[src/hdl/mna_pkg.sv]
// Shared types and constants for the MNA matrix stamper.
// Holds the stamp item layout, the micro-operation passed from front to back
// and the code constants. Depends on nothing.
`timescale 1ns / 1ps

package mna_pkg;

  // Default sizes of the matrix store.
  localparam int DEF_MAX_NODES    = 16;
  localparam int DEF_MAX_BRANCHES = 16;

  // Depth of the micro-operation queue between front and back.
  localparam int QUEUE_DEPTH = 4;

  // Item action codes.
  localparam logic ACTION_STAMP = 1'b0;
  localparam logic ACTION_READ  = 1'b1;

  // Element kinds.
  localparam logic [1:0] KIND_RESISTOR  = 2'd0;
  localparam logic [1:0] KIND_CAPACITOR = 2'd1;
  localparam logic [1:0] KIND_INDUCTOR  = 2'd2;
  localparam logic [1:0] KIND_VSOURCE   = 2'd3;

  // Configuration register indexes.
  localparam logic REG_NODE_COUNT   = 1'b0;
  localparam logic REG_BRANCH_COUNT = 1'b1;

  // One accepted input beat, unpacked.
  typedef struct packed {
    logic               action;
    logic [1:0]         element_kind;
    logic [4:0]         source_node;
    logic [4:0]         dest_node;
    logic [3:0]         branch_slot;
    logic signed [31:0] element_value;
    logic [4:0]         read_row;
    logic [4:0]         read_col;
  } stamp_item_t;

  // Kinds of single-entry memory operations.
  typedef enum logic [2:0] {
    UOP_ADD,   // saturating add of value to the entry
    UOP_SET,   // write plus one
    UOP_BSUB,  // subtract one unless the entry is already minus one
    UOP_COPY,  // write the value produced by the previous write
    UOP_READ   // return the entry as a result beat
  } uop_kind_t;

  // One memory operation; row and column are already matrix coordinates.
  typedef struct packed {
    uop_kind_t          kind;
    logic [5:0]         row;
    logic [5:0]         col;
    logic signed [31:0] value;
    logic               bad;
  } uop_t;

endpackage

[src/hdl/mna_queue.sv]
// Short queue of memory operations between front and back of the stamper.
// Register based, one push and one pop per cycle. Depends on mna_pkg.
`timescale 1ns / 1ps

module mna_queue (
  input  logic          clk,
  input  logic          rst,
  input  logic          push,
  input  mna_pkg::uop_t push_op,
  input  logic          pop,
  output logic          full,
  output logic          valid,
  output mna_pkg::uop_t head
);
  import mna_pkg::*;

  localparam int PW = $clog2(QUEUE_DEPTH);

  uop_t          slots [QUEUE_DEPTH];
  logic [PW-1:0] wptr, rptr;
  logic [PW:0]   count;

  always_comb begin
    full  = (count == (PW+1)'(QUEUE_DEPTH));
    valid = (count != '0);
    head  = slots[rptr];
  end

  // Pointers and fill count.
  always_ff @(posedge clk) begin
    if (rst) begin
      wptr  <= '0;
      rptr  <= '0;
      count <= '0;
    end else begin
      if (push) begin
        wptr <= wptr + PW'(1);
      end
      if (pop) begin
        rptr <= rptr + PW'(1);
      end
      if (push && !pop) begin
        count <= count + (PW+1)'(1);
      end else if (pop && !push) begin
        count <= count - (PW+1)'(1);
      end
    end
  end

  // Entry storage.
  always_ff @(posedge clk) begin
    if (push) begin
      slots[wptr] <= push_op;
    end
  end

endmodule

[config.mk]
export PLATFORM = sky130hd
export DESIGN_NAME = mna_queue
export DESIGN_NICKNAME = d
export VERILOG_FILES = /design/src/hdl/mna_pkg.sv /design/src/hdl/mna_queue.sv
export SDC_FILE = /design/constraint.sdc
export NUM_CORES = 1
export LEC_CHECK = 0
export BUFFER_PORTS_ARGS = -buffer_cell sky130_fd_sc_hd__buf_2
export CELL_PAD_IN_SITES_DETAIL_PLACEMENT = 1
export CELL_PAD_IN_SITES_GLOBAL_PLACEMENT = 1
export CORE_MARGIN = 8
export CORE_UTILIZATION = 54
export CTS_BUF_LIST = sky130_fd_sc_hd__clkbuf_16
export CTS_CLUSTER_DIAMETER = 200
export DETAILED_ROUTE_END_ITERATION = 10
export GPL_TIMING_DRIVEN = 0
export PLACE_DENSITY = 0.81
export RECOVER_POWER = 25
export SYNTH_ARGS = -nofsm -noshare
export SYNTH_HDL_FRONTEND = slang
export SYNTH_SLANG_ARGS = --single-unit
[constraint.sdc]
create_clock -name clk -period 5 [get_ports clk]
set_input_delay 0.5 -clock clk [delete_from_list [all_inputs] [get_ports clk]]
set_output_delay 0.5 -clock clk [all_outputs]
set_load 0.005 [all_outputs]
# --- Word-level counts from Yosys, hierarchy flattened ---
# Memories as Yosys holds them, arrays and structs flattened. A register that Yosys moved wholly into a read port is not among the register bits.
# Cells that the tools add are included.
word_totals:
  register_bits: 7
  latch_bits: 0
  ramBits: 192
  rom_bits: 0
  inputBits: 52
  output_inout_bits: 50
  elab_cells: 21
  memories: 1
classes:
  n_addsub: 4
  multipliers: 0
  div: 0
  magnitude_cmp: 0
  eq_ne: 1
  shifts: 0
  mux: 6
  n_bitwise: 0
  reduce_logical: 6
mem_list:
  columns: ["name", "words", "word_bits", "read_ports", "rd_ports_with_merged_regs", "write_ports", "line", "source"]
  rows:
  - ["slots", 4, 48, 1, 1, 1, "mna_queue.sv:19", "uop_t slots [QUEUE_DEPTH];"]
op_table:
  columns: ["operator", "n"]
  rows:
  - ["2-to-1 mux 3 bit", 2]
  - ["adder 2 x 1 -> 2 bit, second input constant", 2]
  - ["2-to-1 mux 2 bit", 2]
  - ["adder 3 x 1 -> 3 bit, second input constant", 1]
  - ["== test 3 bit, second input constant", 1]
  - ["nonzero test 3 bit", 1]
  - ["subtractor 3 x 1 -> 3 bit, second input constant", 1]
  - ["logical AND 1 bit", 2]
  - ["logical NOT 1 bit", 2]
  - ["2-to-1 mux 1 bit", 2]
  - ["nonzero test 2 bit", 1]

# --- Depth between registers and ports, before layout ---
depth:
  depth_word: 4
  depth_mapped: 7
  ltp_nobuf: 7

# --- Worst setup path before layout ---
# Ideal clock, no wire load.
synth_timing:
  path_kind: "flip-flop to flip-flop"
  startpoint: "register wptr[0]"
  endpoint: "memory slots[2][0] (netlist bit), enable pin"
  setup_time_ps: 410
  arrival_time_ps: 1690
  required_ps: 4590
  slack_ps: 2900
  stages_incl_launch_ff: 4
  n_path_buf: 0
  synth_period_minus_slack_ps: 2100
  cell_sequence: "dfxtp_1 > inv_1 > ha_1 > and2_1"
synth_lines:
  columns: ["element", "line", "source"]
  rows:
  - ["start, declared", "mna_queue.sv:20", "logic [PW-1:0] wptr, rptr;"]
  - ["start signal, assigned", "mna_queue.sv:37", "wptr <= wptr + PW'(1);"]
  - ["end, declared", "mna_queue.sv:19", null]
# Straight into the memory's write port.

==> results.ini <==
[timing]
skew_ns=0.0151
finalHoldViolCount=0
rsz0062_at_grt=no
max_freq_mhz=405
holdWs_ns=0.233
final.min_clock_period_ns=2.47
finalSetupViolCount=0
timing_max_transition_violations_final=0
finalCritPeriodShare_pct=49.4
finalSetupTns_ns=0
worst_slew_pin_slew_ns=0.737
relSlewSlack_pct=50.8

[hold_path]
hold-path-cell-count=1
min_path_type=input pin to register
min_from=push_op[37]
hold_path_end=slots[2][37]$_DFFE_PP_

[global_route]
grt_util_all_layers_pct=16.3
grt_pass1_wl_mm=21.9
grt_max_degree=27
gr-total-overflow=0
antenna_found_initial=0
grt_pass1_vias=3863

[clocking]
cts_sinks=201
h-tree-depth=1
clockRootBuffer=clkbuf_16
cts_tree=built
cts_resized=0
clkSlewWorstSetupHoldPaths_ns=0.06
cts_setup_buffers=0
ctsHoldBuffers=0
clock_path_buffers=3
cts_inserted_buffers=21
clock_latency_ns=0.49

[synth]
yosys-top-cells-count=192 x edfxtp_1, 48 x mux4_2, 9 x dfxtp_1
yosys.area.top_type_share_pct=78.5
yosys-top-cells-area=edfxtp_1 78%, mux4_2 15%, dfxtp_1 2.5%, ha_1 0.85%, buf_6 0.46%
synth_edf_count=192
synth.most_common_cell=edfxtp_1
yosysTopAreaCell=edfxtp_1
synthMuxAreaShare_pct=15.0
synth_xor_area_share_pct=0.596
yosysWarningCount=0
synthesis.area_mm2=0.00735
synth_fa_ha_area_share_pct=1.12
synth.ff_latch_count=201
ys.flop_type=edfxtp_1
synth_compound_area_share_pct=0.136
synth_top_family_by_area=multiplexers
syn_avg_cell_area_um2=25.0
async_flop_share_pct=0
syn_nets=352
synth.distinct_cells=20
synth_seq_area_share_pct=80.9
synthSimpleGateAreaFrac_pct=1.02
synthCells=294

[critical_path]
worstReg2RegStart=wptr[1]$_SDFFE_PP0P_
regToRegSetupSlack_ns=3.18
r2r-end=slots[1][19]$_DFFE_PP_
cp_max_fo=10
cp-start-kind=register
crit_required_ns=4.50
r2r_cells=4
end_kind=output pin
cp.arrival_ns=1.97
critPathKind=register to output pin

[routing]
drtAntennaViolNets=0
drc_errors=0
dr.first_iter.drc_count=154
wirelength_mm=14.4
dr.pass1.iters=4
vias_per_cell=5.52
wl_per_cell_um=23.6
vias=3367

[pwr]
powerDensity_mw_per_mm2=433
ir_drop_uv=329
leakagePower_nw=2.95

[final_layout]
final_area_mm2=0.00878
layout.nets=479
drive_gt1_share_pct=36.6
syn_to_final_growth_pct=19.5
diodes=0

[placed_design]
numPortBuffers=100
placed_cell_area_mm2=0.00815
gp_congestion=0.644
dpl.hpwl_mm=9.08

[floorplan]
die-area_mm2=0.0176
io_pins=102
start_util_pct=55.5
rows=42
die_h_um=133
die_w_um=133
design.core.area_mm2=0.0132

[status]
outcome=finished, final reports clean

[run]
drv_cap=0

[kinds of logic after synthesis]
kind of cell,count (synthesis)
compound gates,2
xor+xnor,5
fa+ha+maj,6
buf+inv,15
flops,201
mux,50
simple gates,15
[power by group]
| group | switching (W) | leakage (nW) | internal, W |
|---|---|---|---|
| combinational | 0.000177 | 0.782 | 0.000170 |
| clock | 0.000581 | 0.333 | 0.000913 |
| sequential | 0.0000264 | 1.84 | 0.00193 |
| total | 0.000785 | 2.95 | 0.00302 |
[area by class of cell]
cell class                      instances  area [um^2]
Sequential cell                       201         5950
Multi-Input combinational cell         78         1320
Tap cell                              176          220
Clock inverter                         15          141
Inverter                                4         15.0
Clock buffer                           21          526
Buffer                                 11         75.1
Fill cell                            1101         4460
Timing Repair Buffer                  104          542
[state kept, by name, summed over array words and instances, names as in the netlist, named ones only]
| register | cells |
|---|---|
| rptr | 2 |
| count | 3 |
| wptr | 2 |
| slots | 192 |
[how the worst max path moves through the flow]
| stage | from | endpoint | slack [ns] | cells after the start |
|---|---|---|---|---|
| 4_1_cts | register | head[20] | 2.46 | 4 |
| 3_5_place_dp | pop | count[2]$_SDFFE_PP0P_ | 2.77 | 8 |
| 5_1_grt | register | head[20] | 2.43 | 4 |
| 6_report | register | head[20] | 2.53 | 4 |
| 2_1_floorplan | wptr[0]$_SDFFE_PP0P_ | slots[2][0]$_DFFE_PP_ | 2.90 | 3 |
| 3_3_place_gp | push | slots[1][25]$_DFFE_PP_ | 1.86 | 2 |
[critical path: stages, from the launching register on]
cell and delay [ns]:
dfxtp_1 0.35, buf_2 0.27, buf_2 0.34, mux4_2 0.37
buf_2 0.15
[cell usage in the layout, fill, tap and decap left out]
master | netlist | layout
edfxtp_1 | 192 | 192
buf_2 | 3 | 72
mux4_2 | 48 | 48
clkbuf_1 | 3 | 34
clkbuf_16 | 0 | 21
dfxtp_1 | 9 | 9
clkinv_1 | 0 | 8
nor2_1 | 7 | 7
inv_1 | 4 | 6
ha_1 | 5 | 5
and2_2 | 0 | 4
buf_12 | 0 | 4
buf_6 | 3 | 3
xor2_1 | 3 | 3
bufinv_16 | 0 | 3
buf_4 | 2 | 2
or3_1 | 2 | 2
xnor2_1 | 2 | 2
mux2i_1 | 2 | 2
nor3b_1 | 1 | 1
nand2_1 | 1 | 1
o21ai_0 | 1 | 1
a21oi_1 | 1 | 1
fa_1 | 1 | 1
inv_6 | 0 | 1
clkinv_2 | 0 | 1
[metal layers]
metal,global-route usage (%),vias to the layer above,share of wire [%]
li1,-,1499,-
met1,18.4,1748,39
met2,30.0,102,54
met3,3.90,18,5.6
met4,4.92,0,1.5
met5,0,-,0
[through the flow]
step           worst slack, ns  utilization [%]  power [W]  cells
2_1_floorplan             2.90                -    0.00218    294
3_3_place_gp              1.86             60.9    0.00233    570
3_5_place_dp              2.77             61.6    0.00235    574
4_1_cts                   2.46             66.6    0.00385    610
5_1_grt                   2.43             66.3    0.00392    610
6_report                  2.53             66.3    0.00380    610
No activity file was read; power rests on OpenSTA's default activity.
