## config.mk

```make
export PLATFORM = sky130hd
export DESIGN_NAME = mna_front
export DESIGN_NICKNAME = d
export VERILOG_FILES = /design/src/hdl/mna_pkg.sv /design/src/hdl/mna_front.sv
export SDC_FILE = /design/constraint.sdc
export NUM_CORES = 1
export LEC_CHECK = 0
export BUFFER_PORTS_ARGS = -buffer_cell sky130_fd_sc_hd__clkbuf_2
export CORE_MARGIN = 2
export CORE_UTILIZATION = 40
export DETAILED_ROUTE_END_ITERATION = 6
export PLACE_DENSITY = 0.67
export RECOVER_POWER = 25
export SLEW_MARGIN = 10
export SYNTH_ARGS = -nofsm -noshare
export SYNTH_HDL_FRONTEND = slang
export SYNTH_SLANG_ARGS = --single-unit
export TNS_END_PERCENT = 50
```

## constraint.sdc

```tcl
create_clock -name clk -period 7.4 [get_ports clk]
set_input_delay 0 -clock clk [delete_from_list [all_inputs] [get_ports clk]]
set_output_delay 0 -clock clk [all_outputs]
set_load 0.01 [all_outputs]
```

## src/hdl/mna_pkg.sv

```systemverilog
// Shared types and constants for the MNA matrix stamper.
// Holds the stamp item layout, the micro-operation passed from front to back
// and the code constants. Depends on nothing.
`timescale 1ns / 1ps

package mna_pkg;

  // Default sizes of the matrix store.
  localparam int DEF_MAX_NODES    = 16;
  localparam int DEF_MAX_BRANCHES = 16;

  // Depth of the micro-operation queue between front and back.
  localparam int QUEUE_DEPTH = 4;

  // Item action codes.
  localparam logic ACTION_STAMP = 1'b0;
  localparam logic ACTION_READ  = 1'b1;

  // Element kinds.
  localparam logic [1:0] KIND_RESISTOR  = 2'd0;
  localparam logic [1:0] KIND_CAPACITOR = 2'd1;
  localparam logic [1:0] KIND_INDUCTOR  = 2'd2;
  localparam logic [1:0] KIND_VSOURCE   = 2'd3;

  // Configuration register indexes.
  localparam logic REG_NODE_COUNT   = 1'b0;
  localparam logic REG_BRANCH_COUNT = 1'b1;

  // One accepted input beat, unpacked.
  typedef struct packed {
    logic               action;
    logic [1:0]         element_kind;
    logic [4:0]         source_node;
    logic [4:0]         dest_node;
    logic [3:0]         branch_slot;
    logic signed [31:0] element_value;
    logic [4:0]         read_row;
    logic [4:0]         read_col;
  } stamp_item_t;

  // Kinds of single-entry memory operations.
  typedef enum logic [2:0] {
    UOP_ADD,   // saturating add of value to the entry
    UOP_SET,   // write plus one
    UOP_BSUB,  // subtract one unless the entry is already minus one
    UOP_COPY,  // write the value produced by the previous write
    UOP_READ   // return the entry as a result beat
  } uop_kind_t;

  // One memory operation; row and column are already matrix coordinates.
  typedef struct packed {
    uop_kind_t          kind;
    logic [5:0]         row;
    logic [5:0]         col;
    logic signed [31:0] value;
    logic               bad;
  } uop_t;

endpackage

```

## src/hdl/mna_front.sv

```systemverilog
// Front end of the MNA matrix stamper: accepts item beats and expands each
// into a short list of memory operations pushed into the queue.
// Depends on mna_pkg.
`timescale 1ns / 1ps

module mna_front (
  input  logic               clk,
  input  logic               rst,
  input  logic               s_tvalid,
  output logic               s_tready,
  input  mna_pkg::stamp_item_t item,
  input  logic [4:0]         node_count,
  input  logic [4:0]         branch_count,
  input  logic               clearing,
  input  logic               q_full,
  output logic               q_push,
  output mna_pkg::uop_t      q_op
);
  import mna_pkg::*;

  // Operation slots of a conductance stamp.
  localparam logic [2:0] G_SS = 3'd0;
  localparam logic [2:0] G_DD = 3'd1;
  localparam logic [2:0] G_SD = 3'd2;
  localparam logic [2:0] G_DS = 3'd3;
  // Operation slots of a source or inductor stamp.
  localparam logic [2:0] V_SET   = 3'd0;
  localparam logic [2:0] V_SCOPY = 3'd1;
  localparam logic [2:0] V_SUB   = 3'd2;
  localparam logic [2:0] V_DCOPY = 3'd3;
  localparam logic [2:0] V_IND   = 3'd4;

  logic        busy;
  logic [2:0]  slot;
  stamp_item_t cur;

  logic               s_ok, d_ok, k_ok;
  logic [5:0]         s_idx, d_idx, b_idx, lim;
  logic signed [31:0] neg_v;
  logic               en;
  logic [2:0]         last_slot;
  logic               advance, done_now;

  // Node and branch checks against the current configuration.
  always_comb begin
    s_ok  = (cur.source_node != 5'd0) && (cur.source_node <= node_count);
    d_ok  = (cur.dest_node != 5'd0) && (cur.dest_node <= node_count);
    k_ok  = ({1'b0, cur.branch_slot} < branch_count);
    s_idx = {1'b0, cur.source_node} - 6'd1;
    d_idx = {1'b0, cur.dest_node} - 6'd1;
    b_idx = {1'b0, node_count} + {2'b00, cur.branch_slot};
    lim   = {1'b0, node_count} + {1'b0, branch_count};
    // Negating the most negative value saturates to the largest one.
    if (cur.element_value == 32'sh8000_0000) begin
      neg_v = 32'sh7fff_ffff;
    end else begin
      neg_v = -cur.element_value;
    end
  end

  // Build the operation for the current slot.
  always_comb begin
    q_op.kind  = UOP_READ;
    q_op.row   = 6'd0;
    q_op.col   = 6'd0;
    q_op.value = cur.element_value;
    q_op.bad   = 1'b0;
    en         = 1'b0;
    last_slot  = 3'd0;
    if (cur.action == ACTION_READ) begin
      q_op.row = {1'b0, cur.read_row};
      q_op.col = {1'b0, cur.read_col};
      q_op.bad = ({1'b0, cur.read_row} >= lim) || ({1'b0, cur.read_col} >= lim);
      en       = 1'b1;
    end else if (cur.element_kind == KIND_RESISTOR || cur.element_kind == KIND_CAPACITOR) begin
      last_slot = G_DS;
      q_op.kind = UOP_ADD;
      unique case (slot)
        G_SS: begin
          q_op.row = s_idx;
          q_op.col = s_idx;
          en       = s_ok;
        end
        G_DD: begin
          q_op.row = d_idx;
          q_op.col = d_idx;
          en       = d_ok;
        end
        G_SD: begin
          q_op.row   = s_idx;
          q_op.col   = d_idx;
          q_op.value = neg_v;
          en         = s_ok && d_ok;
        end
        G_DS: begin
          q_op.row   = d_idx;
          q_op.col   = s_idx;
          q_op.value = neg_v;
          en         = s_ok && d_ok;
        end
        default: begin
          en = 1'b0;
        end
      endcase
    end else begin
      last_slot = V_IND;
      unique case (slot)
        V_SET: begin
          q_op.kind = UOP_SET;
          q_op.row  = s_idx;
          q_op.col  = b_idx;
          en        = s_ok && k_ok;
        end
        V_SCOPY: begin
          q_op.kind = UOP_COPY;
          q_op.row  = b_idx;
          q_op.col  = s_idx;
          en        = s_ok && k_ok;
        end
        V_SUB: begin
          q_op.kind = UOP_BSUB;
          q_op.row  = d_idx;
          q_op.col  = b_idx;
          en        = d_ok && k_ok;
        end
        V_DCOPY: begin
          q_op.kind = UOP_COPY;
          q_op.row  = b_idx;
          q_op.col  = d_idx;
          en        = d_ok && k_ok;
        end
        V_IND: begin
          q_op.kind  = UOP_ADD;
          q_op.row   = b_idx;
          q_op.col   = b_idx;
          q_op.value = neg_v;
          en         = k_ok && (cur.element_kind == KIND_INDUCTOR);
        end
        default: begin
          en = 1'b0;
        end
      endcase
    end
  end

  // Slot stepping; a skipped slot is passed without a push, a pushed one waits for room.
  always_comb begin
    q_push   = busy && en && !q_full;
    advance  = busy && (!en || !q_full);
    done_now = advance && (slot == last_slot);
    s_tready = !clearing && (!busy || done_now);
  end

  // Item register and slot counter.
  always_ff @(posedge clk) begin
    if (rst) begin
      busy <= 1'b0;
      slot <= 3'd0;
    end else if (s_tvalid && s_tready) begin
      busy <= 1'b1;
      slot <= 3'd0;
    end else if (done_now) begin
      busy <= 1'b0;
    end else if (advance) begin
      slot <= slot + 3'd1;
    end
  end

  always_ff @(posedge clk) begin
    if (s_tvalid && s_tready) begin
      cur <= item;
    end
  end

endmodule

```

; After elaboration in Yosys (flattened, before gate mapping)
; Cells that the tools add are included.
[totals]
word_cells = 77
output_inout_bits = 50
register_bits = 63
[classes]
n_reduce_logical = 29
add_sub_neg = 6
muxes = 18
n_lt_le_gt_ge = 5
n_bitwise = 1
eq_ne = 8
[ops]
columns = operator, count
row1 = 32-bit two-way mux, 4
row2 = 15-bit one-hot mux with 5 select lines, 1
row3 = 12-bit one-hot mux with 4 select lines, 1
row4 = 47-bit two-way mux, 1
row5 = 32-bit equality test (second input constant), 1
row6 = 32-bit negation, 1
row7 = 5-bit by 6-bit greater-or-equal comparator with 1-bit output, 2
row8 = 1-bit logical AND, 12
row9 = 12-bit two-way mux, 1
row10 = 5-bit by 1-bit subtractor with 6-bit output (second input constant), 2
row11 = 5-bit less-or-equal comparator, 2
row12 = 5-bit nonzero test, 2
row13 = 3-bit two-way mux, 3
row14 = 5-bit by 4-bit adder with 6-bit output, 1
row15 = 5-bit by 5-bit adder with 6-bit output, 1
row16 = 3-bit by 2-bit equality test with 1-bit output (second input constant), 2
row17 = 1-bit one-hot mux with 3 select lines, 2
row18 = 2-bit OR reduction, 3
row19 = 4-bit by 5-bit less-than comparator with 1-bit output, 1
row20 = 1-bit two-way mux, 5
row21 = 1-bit logical NOT, 4
row22 = 1-bit logical OR, 4
row23 = 3-bit by 1-bit adder with 3-bit output (second input constant), 1
row24 = 3-bit by 1-bit equality test with 1-bit output (second input constant), 1
row25 = other kinds (9), 9

; Logic depth before layout (Yosys ltp)
[logic_depth]
word_depth = 14
mapped_depth = 11

; Worst setup path after synthesis
; No wires, ideal clock.
[synth_path]
path_kind = register to register
from = register slot[2]
to = register cur[0] (netlist name) (enable)
path_stages_with_launch = 10
required_ns = 6.883
setup_time_ns = 0.517
synth_period_minus_slack_ns = 5.497
t_arrival_ns = 4.980
setup_slack_ns = 1.903
n_path_buf = 1
path_cell_list = dfxtp_1 clkbuf_1 inv_1 ha_1 inv_1 nand2_1 a21oi_1 a2111o_1 nand3_1 a31oi_1
[synth_via]
elab_chain_len = 12
word_cells_on_any_way = 19
cone_classes = 5 x eq/ne / 4 x mux / 10 x reduce/logical
[synth_lines]
columns = element, line
row1 = "start, declared", mna_front.sv:34  ; logic [2:0] slot;
row2 = "start signal, assigned", mna_front.sv:165  ; slot <= slot + 3'd1;
row3 = "3-bit by 2-bit equality test with 1-bit output, or another cell as far along", "mna_front.sv:78, mna_front.sv:107"
row4 = 2-bit OR reduction (no source line), n/a
row5 = "1-bit one-hot mux with 3 select lines, on equally long branches", "mna_front.sv:107, mna_front.sv:78"
row6 = 1-bit two-way mux, mna_front.sv:75  ; end else if (cur.element_kind == KIND_RESISTOR || cur.element_kind == KIND_CAPACITOR) begin
row7 = 1-bit two-way mux, mna_front.sv:70  ; if (cur.action == ACTION_READ) begin
row8 = 1-bit logical NOT, mna_front.sv:149  ; advance = busy && (!en || !q_full);
row9 = 1-bit logical OR, mna_front.sv:149
row10 = 1-bit logical AND, mna_front.sv:149
row11 = 1-bit logical AND (*), mna_front.sv:150  ; done_now = advance && (slot == last_slot);
row12 = 1-bit logical OR (*), mna_front.sv:151  ; s_tready = !clearing && (!busy || done_now);
row13 = 1-bit logical AND (*), mna_front.sv:151
row14 = 1-bit logical AND (*), mna_front.sv:170  ; if (s_tvalid && s_tready) begin
row15 = "end signal, assigned", mna_front.sv:171  ; cur <= item;
row16 = "end, declared", mna_front.sv:35  ; stamp_item_t cur;
; Every way passes the cells marked *; elsewhere a longest branch is shown, timed or not.
; A chain may end at the register's enable or synchronous reset.

; Worst setup path after layout
[layout_path]
from = register slot[2]
to = register cur[9] (netlist name) (enable)
; The elaborated chain is that of the path after synthesis.

==> metrics.txt <==
pre-CTS setup slack=between 3 and 4 ns; Buffers on Ports=123; CP peak stage delay=around 0.86 ns; Post-Synth Simple-Gate Area=0.218; critical path type=reg -> reg; crit path capture type=flip-flop; main combinational cell family by area after synthesis=compound AO/OA/AOI/OAI gates; Worst-path clk slew=0.05 ns; clk_skew=approximately 0.0063 ns; maximum clock path buffer count=2; Initial DRC Count=480; Final setup viols=0; Hold Path Depth=5; Clock Root Buffer=clkbuf_16; Final HPWL DP=roughly 12,000 um; top cell type's share of synthesized area=0.340; Placed Area=0.00597 mm^2; warnings from Yosys=0; FMAX=~0.25 GHz; Crit path max-delay family=compound AO/OA/AOI/OAI gates; gpl congestion=0.975; Die X-Extent=between 100 and 150 um; GRT Total Usage=0.237; post-synthesis mux area share=0; Total Wirelength=16,700 um; # diodes=0; Leak=~0.0028 uW; synth top area cells=edfxtp_1 34%, ha_1 10%, a21oi_1 4.9%; die area=around 0.014 mm^2; post_cts resized=0; XOR/XNOR share of the synthesized area=0.0202; top cell type by total area after synthesis=edfxtp_1; # Post-CTS Setup Buffers=0; number of buffers created by CTS=9; Final Power=approximately 1100 uW; Slew HR=0.267; Design Area, Final=0.00685 mm^2; Gate Count Post-Synth=slightly below 600; CP Launch Type=flip-flop; clock sink total=63; compound-cell area share of the yosys netlist=0.257; Async S/R FF share, synth=0; critical path depth in cells=8; H-tree depth=3; Mean Syn Cell Area=about 8.8 um^2; Cell Pwr Density=154 mW/mm^2; min-delay worst type=in -> reg; share of cells above drive strength 1=0.206; Final WS setup=3.45 ns; CTS tree=done; outcome=completed; Final nets=about 880; I/O pin count=around 120; vias per cell=5.78; Worst-Margin Slew=roughly 1.1 ns; fraction of the yosys area taken by sequential cells=0.356; Mapped Area=around 0.0052 mm^2; Sum Neg Setup Slack=0 ns; number of synthesized flops with an enable pin=59; peak supply drop=0.000116 V; Worst Reg2Reg Path Length in Cells=8; register bit total from synthesis=63; Slowest cell on crit path=a31oi_4; Initial Util=0.411; DRT Pass-1 Iters=5; RSZ-0062 raised after global routing=false; later-pin clock latency in the skew report=approximately 0.35 ns; Hold Vio Cnt, Final=0; gr ovfl total=0; Synth-to-Final Area Change=31.5%; prevailing post-synth register cell=edfxtp_1; Critical Path RT=around 7.4 ns; Die H=about 120 um; # rows=roughly 40; WP buf/inv=2; max-slew violations=0; Worst Path Arrival=just under 4 ns; Worst Path Max Fanout=32; drc violations=0; number of max-cap violations=0; core area=between 0.01 and 0.015 mm^2; Wirelength per Cell=between 15 and 20 um; fin crit period=roughly 3.9 ns; Final Cycle Share=0.533; Cell Chain, Critical Path=inv_1 > ha_1 > nor2_1 > and3_1 > a311o_1 > a211oi_2 > a31oi_4 > buf_4; Post-Synth Adder-Cell Area=0.109; via count=5,446; count of cell types in the netlist=65; largest net degree at the start of global routing=42; Routed Antenna Nets=0; Synth Net Count=713; initial antenna violation count=0; vias in the first global route=~5,300; global-route wire length before repair=around 26,000 um
## cell type report
| cell class | instances | area [um^2] |
|---|---|---|
| Fill cell | 1173 | 5820 |
| Multi-Input combinational cell | 480 | 3160 |
| Sequential cell | 63 | 1850 |
| Timing Repair Buffer | 188 | 1260 |
| Clock buffer | 9 | 225 |
| Tap cell | 172 | 215 |
| Inverter | 24 | 90.1 |
| Clock inverter | 7 | 48.8 |
## layer usage
| layer | GRT usage | routed length [um] |
|---|---|---|
| met3 | 0.0572 | 1020 |
| met2 | 0.408 | 8240 |
| met5 | 0 | 0 |
| met1 | 0.294 | 7190 |
| met4 | 0.0700 | 257 |
## layout by cell type, fill, tap and decap left out, types with 7 or more instances in the layout
| cell | count |
|---|---|
| inv_1 | 24 |
| and3_1 | 8 |
| nor2b_1 | 14 |
| nand2_1 | 61 |
| a21oi_1 | 51 |
| clkbuf_16 | 9 |
| a21o_1 | 8 |
| xor2_1 | 7 |
| ha_1 | 42 |
| nor2_1 | 51 |
| or3_1 | 9 |
| o21ai_0 | 27 |
| nand3_1 | 9 |
| a31oi_1 | 25 |
| edfxtp_1 | 59 |
| o221ai_1 | 12 |
| nand2b_1 | 11 |
| clkbuf_2 | 123 |
| o22ai_1 | 25 |
| nor3_1 | 18 |
| a222oi_1 | 7 |
| dlygate4sd3_1 | 61 |
## worst reg2reg max path: stages (launching register included)
cell and delay [ns]:
dfxtp_1 0.54, inv_1 0.18, ha_1 0.39, nor2_1 0.49, and3_1 0.25, a311o_1 0.16, a211oi_2 0.15, a31oi_4 0.86
buf_4 0.54
## stage by stage
stage               hold WS, ns  std cells  utilization
floorplan                0.0464        595            -
global placement          0.176        866        0.471
detailed placement        0.179        866        0.471
CTS                       0.175        943        0.541
global route              0.201        943        0.541
finish                    0.185        943        0.541
## logic make-up (layout without fill, tap and decap cells)
| kind of cell | after synthesis | in the layout |
|---|---|---|
| DFF | 63 | 63 |
| and+or+nand+nor | 219 | 219 |
| AOI/OAI and AO/OA | 205 | 205 |
| adders and majority gates | 44 | 44 |
| xor gates and xnor gates | 12 | 12 |
| buffers and inverters | 52 | 228 |
## power by group
part	leakage, uW	internal [uW]	switching (uW)
Sequential	0.000582	412	22.1
Clock	0.000125	226	166
Combinational	0.00213	106	120
Total	0.00284	744	308
## registers in the layout, indices dropped and copies added (netlist names)
signal / cells
busy: 1
cur: 59
slot: 3
## synth_stat cells (all sizes together), types with 3 or more instances
cell,number
a211o,5
a211oi,6
a21o,8
a21oi,52
a222oi,7
a22oi,3
a31oi,26
and2,5
and3,8
buf,13
clkbuf,15
dfxtp,4
edfxtp,59
ha,42
inv,24
nand2,61
nand2b,12
nand3,9
nand4,4
nor2,51
nor2b,14
nor3,19
nor3b,4
nor4,8
o211ai,4
o21a,5
o21ai,33
o221ai,12
o22ai,25
o31ai,3
or3,12
xnor2,5
xor2,7
## final timing paths
| kind | startpoint | endpoint | slack [ns] |
|---|---|---|---|
| setup / recovery | slot[2] | cur[9] | 3.45 |
| hold reg to reg | slot[1] | slot[1] | 0.58 |
| hold / removal | q_full | slot[0] | 0.18 |
| setup reg to reg | slot[2] | cur[9] | 3.45 |
## timing repair
action / in CTS / in global routing
hold buffers: 61 / 0
setup endpoints to repair: 0 / 0
hold endpoints to repair: 63 / 0
(Power assumes the default switching activity.)
